File: src/design/etsu_pkg.sv
// Shared constants, types and codes for the scope edge trigger search unit.
package etsu_pkg;

    localparam int BUFFER_DEPTH = 2048;
    localparam int SAMPLE_BITS  = 12;
    localparam int ADDR_W       = $clog2(BUFFER_DEPTH);
    localparam int FILL_W       = ADDR_W + 1;
    localparam int HALF_STEPS   = BUFFER_DEPTH / 2;
    localparam int STEP_W       = $clog2(HALF_STEPS);

    localparam int LEVEL_W      = 12;
    localparam int VHW_W        = 10;
    localparam int INDEX_W      = 11;
    localparam int CFG_IDX_W    = 2;
    localparam int CFG_DATA_W   = 12;

    localparam int QUEUE_DEPTH  = 2;
    localparam int QPTR_W       = $clog2(QUEUE_DEPTH);

    localparam logic [LEVEL_W-1:0] LEVEL_RESET = LEVEL_W'(2048);
    localparam logic [VHW_W-1:0]   VHW_RESET   = VHW_W'(64);

    typedef enum logic {
        CMD_STORE  = 1'b0,
        CMD_SEARCH = 1'b1
    } t_cmd_code;

    typedef enum logic [CFG_IDX_W-1:0] {
        REG_TRIGGER_LEVEL   = 2'd0,
        REG_FALLING_EDGE    = 2'd1,
        REG_VIEW_HALF_WIDTH = 2'd2
    } t_reg_idx;

    typedef enum logic [3:0] {
        ST_IDLE  = 4'b0001,
        ST_FIRST = 4'b0010,
        ST_WALK  = 4'b0100,
        ST_HOLD  = 4'b1000
    } t_back_state;

    // One classified command waiting for the back end.
    typedef struct packed {
        logic                   search;
        logic [ADDR_W-1:0]      addr;
        logic [SAMPLE_BITS-1:0] sample;
    } t_cmd;

    typedef struct packed {
        logic [LEVEL_W-1:0] level;
        logic               falling;
    } t_trig_cfg;

    typedef struct packed {
        logic [INDEX_W-1:0] trigger_index;
        logic               found;
    } t_result;

endpackage

File: src/design/etsu_in_if.sv
// Command channel interface: valid/ready handshake with cmd and sample payload.
interface etsu_in_if;
    logic                            valid;
    logic                            ready;
    logic                            cmd;
    logic [etsu_pkg::SAMPLE_BITS-1:0] sample;

    modport source (output valid, output cmd, output sample, input ready);
    modport sink   (input valid, input cmd, input sample, output ready);
endinterface

File: src/design/etsu_front.sv
// Front end: accepts command words, tracks the newest sample index, classifies commands.
module etsu_front (
    input  logic                        i_clk,
    input  logic                        i_rst_n,
    etsu_in_if.sink                     i_cmd_ch,
    input  logic [etsu_pkg::VHW_W-1:0]  i_view_half_width,
    input  logic                        i_q_full,
    output logic                        o_q_push,
    output etsu_pkg::t_cmd              o_q_entry
);

    logic [etsu_pkg::ADDR_W-1:0] r_newest;
    logic [etsu_pkg::ADDR_W-1:0] n_newest;
    logic                        accept;

    assign i_cmd_ch.ready = !i_q_full;
    assign accept         = i_cmd_ch.valid && !i_q_full;
    assign o_q_push       = accept;

    always_comb begin
        n_newest            = r_newest;
        o_q_entry.search    = (i_cmd_ch.cmd == etsu_pkg::CMD_SEARCH);
        o_q_entry.sample    = i_cmd_ch.sample;
        // The store depth is a power of two, so index arithmetic wraps by itself.
        if (i_cmd_ch.cmd == etsu_pkg::CMD_SEARCH) begin
            o_q_entry.addr = r_newest - etsu_pkg::ADDR_W'(i_view_half_width);
        end else begin
            o_q_entry.addr = r_newest + etsu_pkg::ADDR_W'(1);
            if (accept) begin
                n_newest = o_q_entry.addr;
            end
        end
    end

    always_ff @(posedge i_clk) begin
        if (!i_rst_n) begin
            r_newest <= etsu_pkg::ADDR_W'(etsu_pkg::BUFFER_DEPTH - 1);
        end else begin
            r_newest <= n_newest;
        end
    end

endmodule

File: src/flat_wrapper.sv
// flat-port wrapper written by rule: the top's interface ports become plain ports
module etsu_front_flat 
  (i_clk, i_rst_n, i_view_half_width, i_q_full, o_q_push, o_q_entry, i_cmd_ch_valid, i_cmd_ch_cmd, i_cmd_ch_sample, i_cmd_ch_ready);
  etsu_in_if i_cmd_ch_i ();
  input  logic i_clk;
  input  logic i_rst_n;
  input  logic [etsu_pkg::VHW_W-1:0] i_view_half_width;
  input  logic i_q_full;
  output logic o_q_push;
  output etsu_pkg::t_cmd o_q_entry;
  input wire logic [$bits(i_cmd_ch_i.valid)-1:0] i_cmd_ch_valid;
  input wire logic [$bits(i_cmd_ch_i.cmd)-1:0] i_cmd_ch_cmd;
  input wire logic [$bits(i_cmd_ch_i.sample)-1:0] i_cmd_ch_sample;
  output wire logic [$bits(i_cmd_ch_i.ready)-1:0] i_cmd_ch_ready;
  assign i_cmd_ch_i.valid = i_cmd_ch_valid;
  assign i_cmd_ch_i.cmd = i_cmd_ch_cmd;
  assign i_cmd_ch_i.sample = i_cmd_ch_sample;
  assign i_cmd_ch_ready = i_cmd_ch_i.ready;
  etsu_front u_core (.i_clk(i_clk), .i_rst_n(i_rst_n), .i_cmd_ch(i_cmd_ch_i), .i_view_half_width(i_view_half_width), .i_q_full(i_q_full), .o_q_push(o_q_push), .o_q_entry(o_q_entry));
endmodule
File: config.mk
export PLATFORM = sky130hd
export DESIGN_NAME = etsu_front_flat
export DESIGN_NICKNAME = d
export VERILOG_FILES = /design/src/design/etsu_pkg.sv /design/src/design/etsu_in_if.sv /design/src/design/etsu_front.sv /design/src/flat_wrapper.sv
export SDC_FILE = /design/constraint.sdc
export NUM_CORES = 1
export LEC_CHECK = 0
export BUFFER_PORTS_ARGS = -buffer_cell sky130_fd_sc_hd__buf_2
export CORE_ASPECT_RATIO = 0.75
export CORE_MARGIN = 2
export CORE_UTILIZATION = 52
export DETAILED_ROUTE_END_ITERATION = 10
export MAX_ROUTING_LAYER = met4
export PLACE_DENSITY = 0.85
export SLEW_MARGIN = 10
export SYNTH_ARGS = -nofsm -noshare
export SYNTH_HDL_FRONTEND = slang
export SYNTH_SLANG_ARGS = --single-unit
File: constraint.sdc
create_clock -name i_clk -period 5.3 [get_ports i_clk]
set_input_delay 1.06 -clock i_clk [delete_from_list [all_inputs] [get_ports i_clk]]
set_output_delay 1.06 -clock i_clk [all_outputs]
set_load 0.01 [all_outputs]
== Yosys cells after proc, flatten, opt, wreduce, memory -nomap -nowiden ==
Index checks and enable logic that the tools add are counted.

* Add/subtract/negate cells: 2
* Multiplexer cells: 1
* Bitwise logic cells: 1
* Reduce and logical (&&, ||, !) cells: 3

{| class="wikitable"
|+ Operator list
! kind !! number
|-
| adder 11 x 1 -> 11 bit (second input constant) || 1
|-
| 2-to-1 mux 11 bit || 1
|-
| subtractor 11 x 10 -> 11 bit || 1
|-
| AND reduction 2 bit || 1
|-
| logical AND 1 bit || 1
|-
| logical NOT 1 bit || 1
|-
| NOT 1 bit || 1
|}

* Register bits: 11
* Input port bits: 27
* Output and inout port bits: 26
* Word-level logic and storage cells: 8

== Longest topological paths before layout ==
* Word-level depth: 3
* Depth in mapped cells: 9
* Depth with buffers taken out: 9

== Least setup slack after synthesis ==
Ideal clock, no wire load.

* Path type: input to output
* From: in i_view_half_width[0] in the netlist's numbering
* To: out o_q_entry[22] in the netlist's numbering
* Data arrival time: 2.657 ns
* Data required time: 4.240 ns
* Path slack: 1.583 ns
* Stages: 8
* Buffers on the path: 0
* Cells stage by stage: ha_1 > inv_1 > fa_1 > a21oi_4 > o221ai_2 > o311a_1 > o32ai_2 > xor2_1

{| class="wikitable"
|+ RTL lines
! element !! line !! source
|-
| start, declared || flat_wrapper.sv:7 || <nowiki>input logic [etsu_pkg::VHW_W-1:0] i_view_half_width;</nowiki>
|-
| end, declared || flat_wrapper.sv:10 || <nowiki>output etsu_pkg::t_cmd o_q_entry;</nowiki>
|}

==> metrics <==
hold slack about 0.52 ns; Layout Area Growth over Synthesis 5.68%; post-route setup TNS 0 ns; min Tclk post-route 3.98 ns; max reg flops 11; RSZ-0062 raised after global routing no; crit path max fanout 3; Peak supply drop ~0.00012 V; Setup violations, final 0; Net Switching about 120 uW; H-tree depth 1; Synth Area per Inst ~7.6 um^2; worst min-delay path class reg2reg; initial antenna violation count 0; Top Ports between 50 and 60; synthesis-stage register bit count 11; hold bufs inserted after CTS 0; vias in the first global route between 1000 and 1500; Max Transition Viols Final 0; Setup CP Type in2out; Clock Latency Late Sink about 0.25 ns; worst reg2reg path depth 5; total number of vias 1157; Reg clk slew, reported paths approximately 0.06 ns; Power Density roughly 230 nW/um^2; biggest regs u_core.r_newest: 11 flops; Sink Count 11; Final nets 223; max-cap viol count 0; FF-to-FF Start u_core.r_newest[1]; Max Freq approximately 250 MHz; average wire per standard cell approximately 13 um; largest net degree at the start of global routing 25; skew final 0.000618 ns; core area between 2000 and 2500 um^2; GRT Residual Overflow 0; worst hold path endpoint u_core.r_newest[10]; sequential power share about 31%; mapped cell area approximately 1300 um^2; Yosys Warn Count 0; hpwl dp roughly 2.3 mm; Largest Register u_core.r_newest; DRT Pass-1 Iters 4; Startpoint Class input port; Max-slew headroom a little over a fifth; wirelength, routed 2.79 mm; Rows 15; cts repair resizes 0; final critical-path share of the clock period 75.2%; Synth cell types 39; initial core utilization 55.9%; Int Power roughly 190 uW; Switching Share between 30% and 40%; post-DR vias/cell about 5.3; reg2reg end u_core.r_newest[10]; postcts setup bufs 0; Die Wd ~60 um; first-pass GRT wire length between 4 and 5 mm; area of the die roughly 2900 um^2; Clock Tree Buf Depth 2; Req. time, crit path roughly 4.2 ns; Die Y 47.3 um; critical path endpoint category output port; static leakage 0.000658 uW; drt first-iter violations a little over 90; cell depth of the worst min-delay path 2; all-layer global routing usage about a fifth; total chip power around 320 uW; RD Place Congestion between 0.9 and 1; Synth Net Count 210; post-route ant nets 0; Mapped Cells 171; combinational power share between 50% and 60%; Clock power frac about 17%; share of cells above drive strength 1 about a fifth; I/O Buffers 28; ANT cells 0; final hold vios 0; worst-margin pin slew 1.17 ns; sequential fraction of the synthesis area between 10% and 20%; outcome completed; # DRC 0; Critical Path AT around 2.9 ns; CTS tree yes; Worst Hold Launch u_core.r_newest[10]; TritonCTS Buffers 3; setup slack, reg-to-reg between 3 and 4 ns; CTS root buf clkbuf_4
## metrics by stage
stage	util (%)	setup slack, ns	instances	area, um^2
2_1_floorplan	-	1.58	171	1300
3_3_place_gp	57.9	1.39	213	1350
3_5_place_dp	57.9	1.32	213	1350
4_1_cts	59.0	1.31	217	1370
5_1_grt	59.0	1.16	217	1370
6_report	59.0	1.32	217	1370
## cell type report
| class | instances | area, um^2 |
|---|---|---|
| flip-flops and latches | 11 | 220 |
| well taps | 34 | 42.5 |
| inverters | 18 | 67.6 |
| fillers | 218 | 953 |
| multi-input cells | 122 | 877 |
| clock buffers | 4 | 26.3 |
| repair buffers | 28 | 140 |
## critical path: stages
cell	delay [ns]
buf_2	0.08
ha_1	0.15
inv_1	0.05
fa_1	0.44
a21oi_4	0.21
o221ai_2	0.14
o311a_1	0.32
o32ai_2	0.15
xor2_1	0.17
buf_2	0.15
## power groups by stage
stage	registers (uW)	clock network, uW	logic, uW
3_5_place_dp	99.8	0	164
5_1_grt	99.2	61.7	184
3_3_place_gp	99.2	0	159
2_1_floorplan	94.8	0	135
6_report	98.4	53.0	166
4_1_cts	97.9	55.7	166
## cells by family (layout without fill, tap and decap cells)
kind of cell	after synthesis	after routing	share of synthesized area (%)
DFF	11	11	16.9
xor gates and xnor gates	22	22	14.8
AOI/OAI and AO/OA	30	30	16.8
adders and majority gates	12	12	12.1
buffers and inverters	38	50	15.6
muxes	4	4	3.18
and+or+nand+nor	54	54	20.5
## layer usage
metal	global-route usage (%)	vias up	wire length (um)
met2	32.8	38	1380
met4	9.36	0	31
li1	-	591	-
met1	27.3	522	1220
met3	2.75	6	150
met5	-	-	0
## worst max path at each step
stage / from / end / slack [ns] / cells past startpoint
after floorplan: i_view_half_width[0] / o_q_entry[22] / 1.58 / 8
after global placement: i_view_half_width[0] / o_q_entry[22] / 1.39 / 10
after detailed placement: i_view_half_width[0] / o_q_entry[22] / 1.32 / 10
after CTS: i_view_half_width[0] / o_q_entry[22] / 1.31 / 10
after global routing: i_view_half_width[0] / o_q_entry[22] / 1.16 / 10
final: i_view_half_width[0] / o_q_entry[22] / 1.32 / 10
## synth_stat cells, drive strengths merged
master,count,area [um^2]
a21o,1,7.51
xor2,12,105
fa,1,20.0
inv,18,67.6
mux2i,3,30.0
a211o,2,17.5
a41oi,1,8.76
and4,2,17.5
nor2,11,41.3
nand3,8,40.0
o311a,1,10.0
mux2,1,11.3
nand2,19,71.3
a211oi,1,7.51
xnor2,10,87.6
o32ai,1,16.3
and3,1,6.26
nor2b,1,6.26
nand2b,3,18.8
o21bai,1,7.51
nand4,4,25.0
a21oi,8,55.1
a31oi,3,18.8
o21ai,8,40.0
buf,18,128
or3,1,6.26
and2,1,6.26
dfxtp,11,220
nor3b,2,20.0
ha,11,138
o221ai,2,23.8
clkbuf,2,7.51
o22ai,1,6.26
nand3b,1,7.51
## layout by cell type (no fill, tap or decap), types with 8 or more instances in the layout
cell,count
nand3_1,8
buf_2,28
o21ai_0,8
nand2_1,19
xnor2_1,10
nor2_1,11
inv_1,18
dfxtp_1,11
ha_1,11
xor2_1,12
(Power assumes the default switching activity.)
