## config.mk

```make
export PLATFORM = sky130hd
export DESIGN_NAME = etsu_fifo
export DESIGN_NICKNAME = d
export VERILOG_FILES = /design/src/design/etsu_pkg.sv /design/src/design/etsu_fifo.sv
export SDC_FILE = /design/constraint.sdc
export NUM_CORES = 1
export LEC_CHECK = 0
export BUFFER_PORTS_ARGS = -buffer_cell sky130_fd_sc_hd__buf_2
export CAP_MARGIN = 20
export CORE_MARGIN = 3
export CORE_UTILIZATION = 50
export CTS_BUF_LIST = sky130_fd_sc_hd__clkbuf_8 sky130_fd_sc_hd__clkbuf_16
export DETAILED_ROUTE_END_ITERATION = 10
export PLACE_DENSITY = 0.77
export SETUP_SLACK_MARGIN = 0.4
export SLEW_MARGIN = 15
export SYNTH_ARGS = -nofsm -noshare
export SYNTH_HDL_FRONTEND = slang
export SYNTH_SLANG_ARGS = --single-unit
```

## constraint.sdc

```tcl
create_clock -name i_clk -period 5.1 [get_ports i_clk]
set_clock_uncertainty 0.2 [all_clocks]
set_input_delay 0.51 -clock i_clk [delete_from_list [all_inputs] [get_ports i_clk]]
set_output_delay 0.51 -clock i_clk [all_outputs]
set_load 0.005 [all_outputs]
```

## src/design/etsu_pkg.sv

```systemverilog
// Shared constants, types and codes for the scope edge trigger search unit.
package etsu_pkg;

    localparam int BUFFER_DEPTH = 2048;
    localparam int SAMPLE_BITS  = 12;
    localparam int ADDR_W       = $clog2(BUFFER_DEPTH);
    localparam int FILL_W       = ADDR_W + 1;
    localparam int HALF_STEPS   = BUFFER_DEPTH / 2;
    localparam int STEP_W       = $clog2(HALF_STEPS);

    localparam int LEVEL_W      = 12;
    localparam int VHW_W        = 10;
    localparam int INDEX_W      = 11;
    localparam int CFG_IDX_W    = 2;
    localparam int CFG_DATA_W   = 12;

    localparam int QUEUE_DEPTH  = 2;
    localparam int QPTR_W       = $clog2(QUEUE_DEPTH);

    localparam logic [LEVEL_W-1:0] LEVEL_RESET = LEVEL_W'(2048);
    localparam logic [VHW_W-1:0]   VHW_RESET   = VHW_W'(64);

    typedef enum logic {
        CMD_STORE  = 1'b0,
        CMD_SEARCH = 1'b1
    } t_cmd_code;

    typedef enum logic [CFG_IDX_W-1:0] {
        REG_TRIGGER_LEVEL   = 2'd0,
        REG_FALLING_EDGE    = 2'd1,
        REG_VIEW_HALF_WIDTH = 2'd2
    } t_reg_idx;

    typedef enum logic [3:0] {
        ST_IDLE  = 4'b0001,
        ST_FIRST = 4'b0010,
        ST_WALK  = 4'b0100,
        ST_HOLD  = 4'b1000
    } t_back_state;

    // One classified command waiting for the back end.
    typedef struct packed {
        logic                   search;
        logic [ADDR_W-1:0]      addr;
        logic [SAMPLE_BITS-1:0] sample;
    } t_cmd;

    typedef struct packed {
        logic [LEVEL_W-1:0] level;
        logic               falling;
    } t_trig_cfg;

    typedef struct packed {
        logic [INDEX_W-1:0] trigger_index;
        logic               found;
    } t_result;

endpackage

```

## src/design/etsu_fifo.sv

```systemverilog
// Short command queue between the front end and the back end.
module etsu_fifo (
    input  logic           i_clk,
    input  logic           i_rst_n,
    input  logic           i_push,
    input  etsu_pkg::t_cmd i_entry,
    output logic           o_full,
    input  logic           i_pop,
    output logic           o_valid,
    output etsu_pkg::t_cmd o_entry
);

    etsu_pkg::t_cmd              r_mem [etsu_pkg::QUEUE_DEPTH];
    logic [etsu_pkg::QPTR_W-1:0] r_wptr;
    logic [etsu_pkg::QPTR_W-1:0] r_rptr;
    logic [etsu_pkg::QPTR_W:0]   r_count;
    logic                        do_push;
    logic                        do_pop;

    assign o_full  = (r_count == (etsu_pkg::QPTR_W + 1)'(etsu_pkg::QUEUE_DEPTH));
    assign o_valid = (r_count != '0);
    assign o_entry = r_mem[r_rptr];
    assign do_push = i_push && !o_full;
    assign do_pop  = i_pop && o_valid;

    always_ff @(posedge i_clk) begin
        if (do_push) begin
            r_mem[r_wptr] <= i_entry;
        end
    end

    always_ff @(posedge i_clk) begin
        if (!i_rst_n) begin
            r_wptr  <= '0;
            r_rptr  <= '0;
            r_count <= '0;
        end else begin
            if (do_push) begin
                r_wptr <= r_wptr + etsu_pkg::QPTR_W'(1);
            end
            if (do_pop) begin
                r_rptr <= r_rptr + etsu_pkg::QPTR_W'(1);
            end
            case ({do_push, do_pop})
                2'b10:   r_count <= r_count + (etsu_pkg::QPTR_W + 1)'(1);
                2'b01:   r_count <= r_count - (etsu_pkg::QPTR_W + 1)'(1);
                default: r_count <= r_count;
            endcase
        end
    end

endmodule

```

* Yosys cells after proc, flatten, opt, wreduce, memory -nomap -nowiden
Memory sizes are Yosys's and may differ from the RTL's. A register that Yosys moved wholly into a read port is not among the register bits.
Cells that the tools add are included.
** Storage, ports and cells
- Bits in registers :: 4
- Bits in writable memories :: 48
- Input port bits :: 28
- Output and inout port bits :: 26
- Word-level logic and storage cells :: 21
- Memories kept :: 1
** Memory list
- r_mem :: words 2, width 24, rd ports 1, clocked after Yosys merged registers in 1, write ports 1, RTL line etsu_fifo.sv:13 : etsu_pkg::t_cmd r_mem [etsu_pkg::QUEUE_DEPTH];
** Cells by class
- Add/subtract/negate cells :: 4
- Equality and inequality tests :: 3
- Multiplexer cells :: 5
- Reductions and logical operators :: 5
** Operators with widths (count)
- == test 2 bit (second input constant) :: 2
- two-way mux 1 bit :: 4
- case mux 2 bit (2 select lines) :: 1
- nonzero test 2 bit :: 2
- adder 1 bit (second input constant) :: 2
- adder 2 x 1 -> 2 bit (second input constant) :: 1
- == test 2 x 1 -> 1 bit (second input constant) :: 1
- logical AND 1 bit :: 2
- subtractor 2 x 1 -> 2 bit (second input constant) :: 1
- logical NOT 1 bit :: 1

* Logic depth before layout (Yosys ltp)
Gate-level depths: netlist of run 1.
- Depth in word-level cells :: 5
- Depth in mapped cells :: 6
- Gate-level depth less buffers :: 6

* Worst setup path before layout of run 1
No wires, ideal clock.
- Path kind :: in2reg
- Start point :: input i_push
- End point :: memory r_mem[0][0] (netlist bit) (enable)
- Library setup time :: 0.379 ns
- Data arrival time :: 1.385 ns
- Required time :: 4.521 ns
- Setup slack :: 3.136 ns
- Stages on the path :: 3
- Path buffers :: 0
- Path through :: inv_1 -> or3_1 -> inv_1
** On the way
- Word-level cells in the longest chain between the ends :: 3
** Ends and longest elaborated chain
- start, declared :: RTL line etsu_fifo.sv:5 : input logic i_push,
- logical AND 1 bit :: RTL line etsu_fifo.sv:23 : assign do_push = i_push && !o_full;
- two-way mux 1 bit :: RTL line etsu_fifo.sv:27 : if (do_push) begin
- two-way mux 1 bit (not written as such) :: RTL line etsu_fifo.sv:28 : r_mem[r_wptr] <= i_entry;
- end, declared :: RTL line etsu_fifo.sv:13
Every way passes these cells.

==> results of run 1 <==
## layer usage
layer,up-vias,part of all wire,wire length [um],track usage
li1,494,-,-,-
met5,-,0,0,0
met3,5,0.082,263,0.06483
met4,0,0.016,51,0.06569
met2,36,0.54,1733,0.2837
met1,480,0.36,1150,0.1505
## state kept, by name, indices dropped and copies added, names as in the netlist, named ones only
| name | flops |
|---|---|
| r_count | 2 |
| r_mem | 48 |
| r_rptr | 1 |
| r_wptr | 1 |
## Yosys cell counts (all sizes together) (2+ instances only)
cell type / n / area (um^2)
nor2b: 2 / 12.51
or3: 2 / 12.51
edfxtp: 48 / 1441
mux2: 24 / 270.3
inv: 3 / 11.26
xnor2: 3 / 26.28
buf: 3 / 15.01
o21ai: 2 / 10.01
dfxtp: 5 / 100.1
a21boi: 2 / 15.01
## power by group through the flow
stage | logic, mW | registers [mW] | clock network, mW
floorplan | 0.199 | 0.577 | 0
global placement | 0.270 | 0.608 | 0
detailed placement | 0.283 | 0.613 | 0
CTS | 0.285 | 0.605 | 0.277
global route | 0.308 | 0.611 | 0.296
finish | 0.278 | 0.602 | 0.270
## worst register-to-register path: cells and delay by family, from the launching register on
kind,cells,cell delay [ns]
and+or+nand+nor,2,0.52
DFF,1,0.43
buffers and inverters,2,0.73
## logic make-up after synthesis
group                      Yosys count  share of synthesized area
and+or+nand+nor                      9                    0.02865
buffers and inverters                6                    0.01336
muxes                               24                     0.1375
DFF                                 53                     0.7842
adders and majority gates            1                   0.006364
xor gates and xnor gates             3                    0.01337
AOI/OAI and AO/OA                    5                    0.01655
## final timing paths
kind / start / cells past startpoint / end
max reg2reg: r_count[0] / 4 / r_mem[0][4]
min: i_entry[1] / 1 / r_mem[1][1]
max: register / 2 / o_entry[15]
min reg2reg: r_wptr / 2 / r_wptr
## cell type report
class                           count  share of cell area
Tap cell                           48             0.02518
Clock inverter                      3             0.01626
Clock buffer                        5             0.02886
Sequential cell                    53              0.6464
Timing Repair Buffer               53              0.1112
Inverter                            3            0.004722
Multi-Input combinational cell     42              0.1674
==> metrics.md, run 1 <==
| Metric | Value |
|---|---|
| Status | completed |
| Filler cells | between 200 and 300 |
| Total wirelength of the detailed-routed design | 3200 um |
| Internal Dissipation | between 0.8 and 0.9 mW |
| Max VDD drop | 0.3607 mV |
| Drt first pass iters | 4 |
| Largest delay contributor family on the critical path | flip-flops |
| Logic pwr share | 0.242 |
| Number of library cell types mapped by synthesis | 18 |
| Post-Route Hold Slack | 0.1824 ns |
| WS Path Type | register to primary output |
| Quantity of hold-fixing buffers added after cts | 0 |
| Placement Setup Slack | between 2 and 3 ns |
| Final routed DRC violation total | 0 |
| Number of vias in the routed layout | 1,015 |
| Number of top-level pins | 54 |
| X dimension of the die | between 60 and 70 um |
| Number of failing hold endpoints at the final stage | 0 |
| Crit path max-delay cell type | sky130_fd_sc_hd__dfxtp_1 |
| Switching power of the nets | 0.2937 mW |
| Worst hold path class | input port to register |
| Latest clock arrival within the worst-skew pair | 0.30 ns |
| Starting Density | 0.5290 |
| Power density over the cells | 481.9 mW/mm^2 |
| Most used flip-flop cell after synthesis | sky130_fd_sc_hd__edfxtp_1 |
| ANT cells | 0 |
| GRT Resource Usage Total | 0.1547 |
| Critical path cell sequence | mux2_2 -> buf_2 |
| DRC marker count from the first detailed-route iteration | 45 |
| Area of the core | 0.003716 mm^2 |
| Largest net degree at the start of global routing | 25 |
| Total die area | 0.004720 mm^2 |
| Maximum fanout count along the critical path | 24 |
| Setup repair after global routing missed its margin | no |
| Number of violations of the max-capacitance limit | 0 |
| Synth Warn # | 0 |
| Antenna violations before repair | 0 |
| Count of flip-flops with a built-in enable after synthesis | 48 |
| Number of port buffers | 53 |
| Final Cell Area | 0.002385 mm^2 |
| Layout Cells excl Fill | slightly above 200 |
| Vias in the first global route | 1,061 |
| Least setup slack across all paths after layout | between 2 and 3 ns |
| Area of the mapped netlist | 0.001966 mm^2 |
| Time the final worst path needs with I/O delays and setup | 2.555 ns |
| Crit path capture type | primary output |
| Vertical extent of the die | 68.70 um |
| Layout overhead on the synthesized area | 21.32% |
| Final total negative setup slack | 0 ns |
| Number of buffer and inverter stages on the critical path | 1 |
| Number of standard-cell rows in the floorplan | 22 |
| Delay of the slowest cell on the worst path | 0.98 ns |
| Total leakage power | around 0.91 nW |
| Total grt overflow | 0 |
| Synthesized area per cell | 19.46 um^2 |
| Max-Slew Margin vs Limit | 0.3356 |
| Fraction of power spent switching nets | 0.2555 |
| Routed length per placed instance | ~15 um |
| RePlAce Congestion | 0.6988 |
| Area of placed instances | ~0.0023 mm^2 |
| TritonCTS clock tree | yes |
| Num CTS Buffers | 5 |
| Max Slew Vio Count | 0 |
| Area of the multi-input gates | roughly 400 um^2 |
| R2R setup slack | 2.85 ns |
| Max Clock Freq | 391.4 MHz |
| Max Root-Sink Buffers | 2 |
| Detailed placement HPWL | 2169 um |
| Most frequent cells in the layout | sky130_fd_sc_hd__buf_2 (53), sky130_fd_sc_hd__edfxtp_1 (48), sky130_fd_sc_hd__mux2_2 (24) |
| Layout cell share with drive strength beyond 1 | 0.5535 |
| Element type at the critical path start | register |
| Post-synthesis register bit count | 53 |
| Number of placed cells counting well taps | 199 |
| Post-synthesis sequential area ratio | 0.7842 |
| CTS resizes | 0 |
| First-pass GRT wire length | 4843 um |
| Area of all sequential standard cells | 0.001541 mm^2 |
| Slew at the pin with the worst max-slew slack | 0.9953 ns |
| Finished Core Util | 0.6418 |
| Data arrival, critical path | about 1.8 ns |
| Cell chosen for the clock root | sky130_fd_sc_hd__clkbuf_8 |
| Number of nets still failing antenna checks after routing | 0 |
| Period Utilization, post-route | 0.5009 |
| Gate Count Post-Synth | approximately 100 |
| H-tree levels | 2 |
| Nets | 187 |
| Number of sinks on the clock net | 53 |
| Number of setup violations in the final report | 0 |
| Final Power | roughly 1.1 mW |
| Post-Syn Nets | 130 |
| Clock transition at the register clock pins on the worst setup and hold paths after CTS | 0.09 ns |
| Worst endpoint required time | 4.39 ns |
| Share of flip-flops with an asynchronous set or reset after synthesis | 0 |
| Sequential fraction of design power | 0.524 |
| Commonest non-fill, non-tap cell in the layout | sky130_fd_sc_hd__buf_2 |
| Routed vias/inst | 4.903 |
| Clock network fraction of total power | 0.235 |
| Buffer count from post-CTS setup fixing | 0 |
Note: power is estimated with default switching activity, not from simulation.
==> run 2: changes to the inputs <==
==> constraint.sdc (replaced) <==
create_clock -name i_clk -period 2.4 [get_ports i_clk]
set_clock_uncertainty 0.2 [all_clocks]
set_input_delay 0.24 -clock i_clk [delete_from_list [all_inputs] [get_ports i_clk]]
set_output_delay 0.24 -clock i_clk [all_outputs]
set_load 0.005 [all_outputs]
==> metrics.md, run 2 (synthesis gave the netlist of run 1 again) <==
| Metric | Value |
|---|---|
| Detailed placement HPWL | 2316 um (+6.8%) |
| Largest regs | r_mem (48), r_count (2) |
| Final Cell Area | 0.002668 mm^2 (+12%) |
| Area of placed instances | 0.002321 mm^2 (+2.0%) |
| X dimension of the die | 68.70 um (unchanged) |
| Number of port buffers | 53 (unchanged) |
| Max Clock Freq | around 560 MHz |
| Largest net degree at the start of global routing | 16 (-36%) |
| Antenna violations before repair | 0 (unchanged) |
| Final routed DRC violation total | 0 (unchanged) |
| Routed vias/inst | 4.764 (-2.8%) |
| Number of nets still failing antenna checks after routing | 0 (unchanged) |
| Element type at the critical path start | register |
| Number of sinks on the clock net | 53 (unchanged) |
| Max Slew Vio Count | 0 (unchanged) |
| Max VDD drop | 0.7075 mV (+96%) |
| Number of vias in the routed layout | 1,129 (+11%) |
| Routed length per placed instance | 14.92 um (-3.5%) |
| Total grt overflow | 0 (unchanged) |
| Setup repair after global routing missed its margin | no |
| Quantity of hold-fixing buffers added after cts | 24 (+24) |
| Worst endpoint required time | 1.96 ns (-2.43 ns) |
| DRC marker count from the first detailed-route iteration | 37 (-18%) |
| Number of failing hold endpoints at the final stage | 0 (unchanged) |
| Area of the core | 0.003716 mm^2 (unchanged) |
| Time the final worst path needs with I/O delays and setup | 1.785 ns |
| Largest reg by FF count | r_mem |
| Cell chosen for the clock root | sky130_fd_sc_hd__clkbuf_8 |
| Data arrival, critical path | 1.34 ns (-0.50 ns) |
| Starting Density | 0.5290 (unchanged) |
| H-tree levels | 2 (unchanged) |
| Number of top-level pins | 54 (unchanged) |
| Buffer count from post-CTS setup fixing | 0 (unchanged) |
| Most frequent cells in the layout | sky130_fd_sc_hd__buf_2 (53), sky130_fd_sc_hd__edfxtp_1 (48), sky130_fd_sc_hd__mux2_2 (24), sky130_fd_sc_hd__dlygate4sd3_1 (24), sky130_fd_sc_hd__buf_4 (6) |
| Number of standard-cell rows in the floorplan | 22 (unchanged) |
| Number of violations of the max-capacitance limit | 0 (unchanged) |
| Max-Slew Margin vs Limit | 0.8456 (+0.5100) |
| Drt first pass iters | 4 (unchanged) |
| ANT cells | 0 (unchanged) |
| Total leakage power | 1.044 nW (+14%) |
| Number of setup violations in the final report | 0 (unchanged) |
| Status | completed |
| Commonest non-fill, non-tap cell in the layout | sky130_fd_sc_hd__buf_2 |
| Maximum fanout count along the critical path | 13 (-46%) |
| Period Utilization, post-route | 0.7436 |
| Post-Route Hold Slack | 0.01210 ns (-0.1703 ns) |
| Vias in the first global route | 1,228 (+16%) |
| Layout cell share with drive strength beyond 1 | 0.4868 (-0.06669) |
| First-pass GRT wire length | 5478 um (+13%) |
| Layout overhead on the synthesized area | 35.71% |
| Power density over the cells | 942.4 mW/mm^2 (+96%) |
| Vertical extent of the die | 68.70 um (unchanged) |
| Num CTS Buffers | 5 (unchanged) |
| WS Path Type | register to primary output |
| RePlAce Congestion | 0.6849 (-2.0%) |
| Number of placed cells counting well taps | 205 (+3.0%) |
| Latest clock arrival within the worst-skew pair | 0.29 ns (about the same) |
| CTS resizes | 0 (unchanged) |
| Flip-flop count of the largest register after layout | 48 (unchanged) |
| Clock transition at the register clock pins on the worst setup and hold paths after CTS | 0.08 ns (about the same) |
| TritonCTS clock tree | yes |
| Max Root-Sink Buffers | 2 (unchanged) |
| Final total negative setup slack | 0 ns (unchanged) |
| Layout Cells excl Fill | 237 (+14%) |
| Worst hold path class | input port to register |
| Total die area | 0.004720 mm^2 (unchanged) |
| Nets | 217 (+16%) |
| Slew at the pin with the worst max-slew slack | 0.2300 ns (-0.7653 ns) |
| Total wirelength of the detailed-routed design | 3536 um (+11%) |
| Crit path capture type | primary output |
| GRT Resource Usage Total | 0.1646 (+0.009887) |
run 2: final cells by class:
class	count	area, um^2
clock inverter	3	37.54
clock buffer	5	68.82
tap	48	60.06
fill	250	1049
multi-input combinational	42	397.9
timing repair buffer	83	550.5
sequential	53	1541
inverter	3	11.26
run 2: stage by stage:
stage               power [mW]  setup WS (ns)  utilization
floorplan                1.649         0.4365            -
global placement         1.900         0.7084       0.6246
detailed placement       1.941         0.6345       0.6246
CTS                      2.534         0.5904       0.7178
global route             2.655         0.5466       0.7178
finish                   2.514         0.6154       0.7178
run 2: worst paths after layout:
path	startpoint	end	slack [ns]	cells past startpoint
setup / recovery	register	o_entry[5]	0.62	3
hold / removal	i_rst_n	r_count[0]	0.01	2
setup reg to reg	r_count[0]	r_mem[0][10]	0.63	5
hold reg to reg	r_wptr	r_wptr	0.30	2
run 2: worst max-delay path, cell delays in order (launching register included):
cell and delay (ns):
sky130_fd_sc_hd__dfxtp_1 0.33, sky130_fd_sc_hd__buf_4 0.22, sky130_fd_sc_hd__mux2_2 0.37, sky130_fd_sc_hd__buf_2 0.13
run 2: per-layer routing:
| metal | global-route usage | vias up | wire length, um |
|---|---|---|---|
| li1 | - | 553 | - |
| met5 | 0 | - | 0 |
| met4 | 0.03650 | 0 | 24 |
| met3 | 0.06159 | 2 | 233 |
| met2 | 0.3015 | 33 | 1889 |
| met1 | 0.1804 | 541 | 1389 |
run 2: where the power goes:
part           switching, mW  leakage [nW]  total (mW)  internal (mW)
sequential            0.0543         0.490        1.22           1.17
combinational          0.324         0.496       0.721          0.397
clock                  0.265        0.0570       0.569          0.304
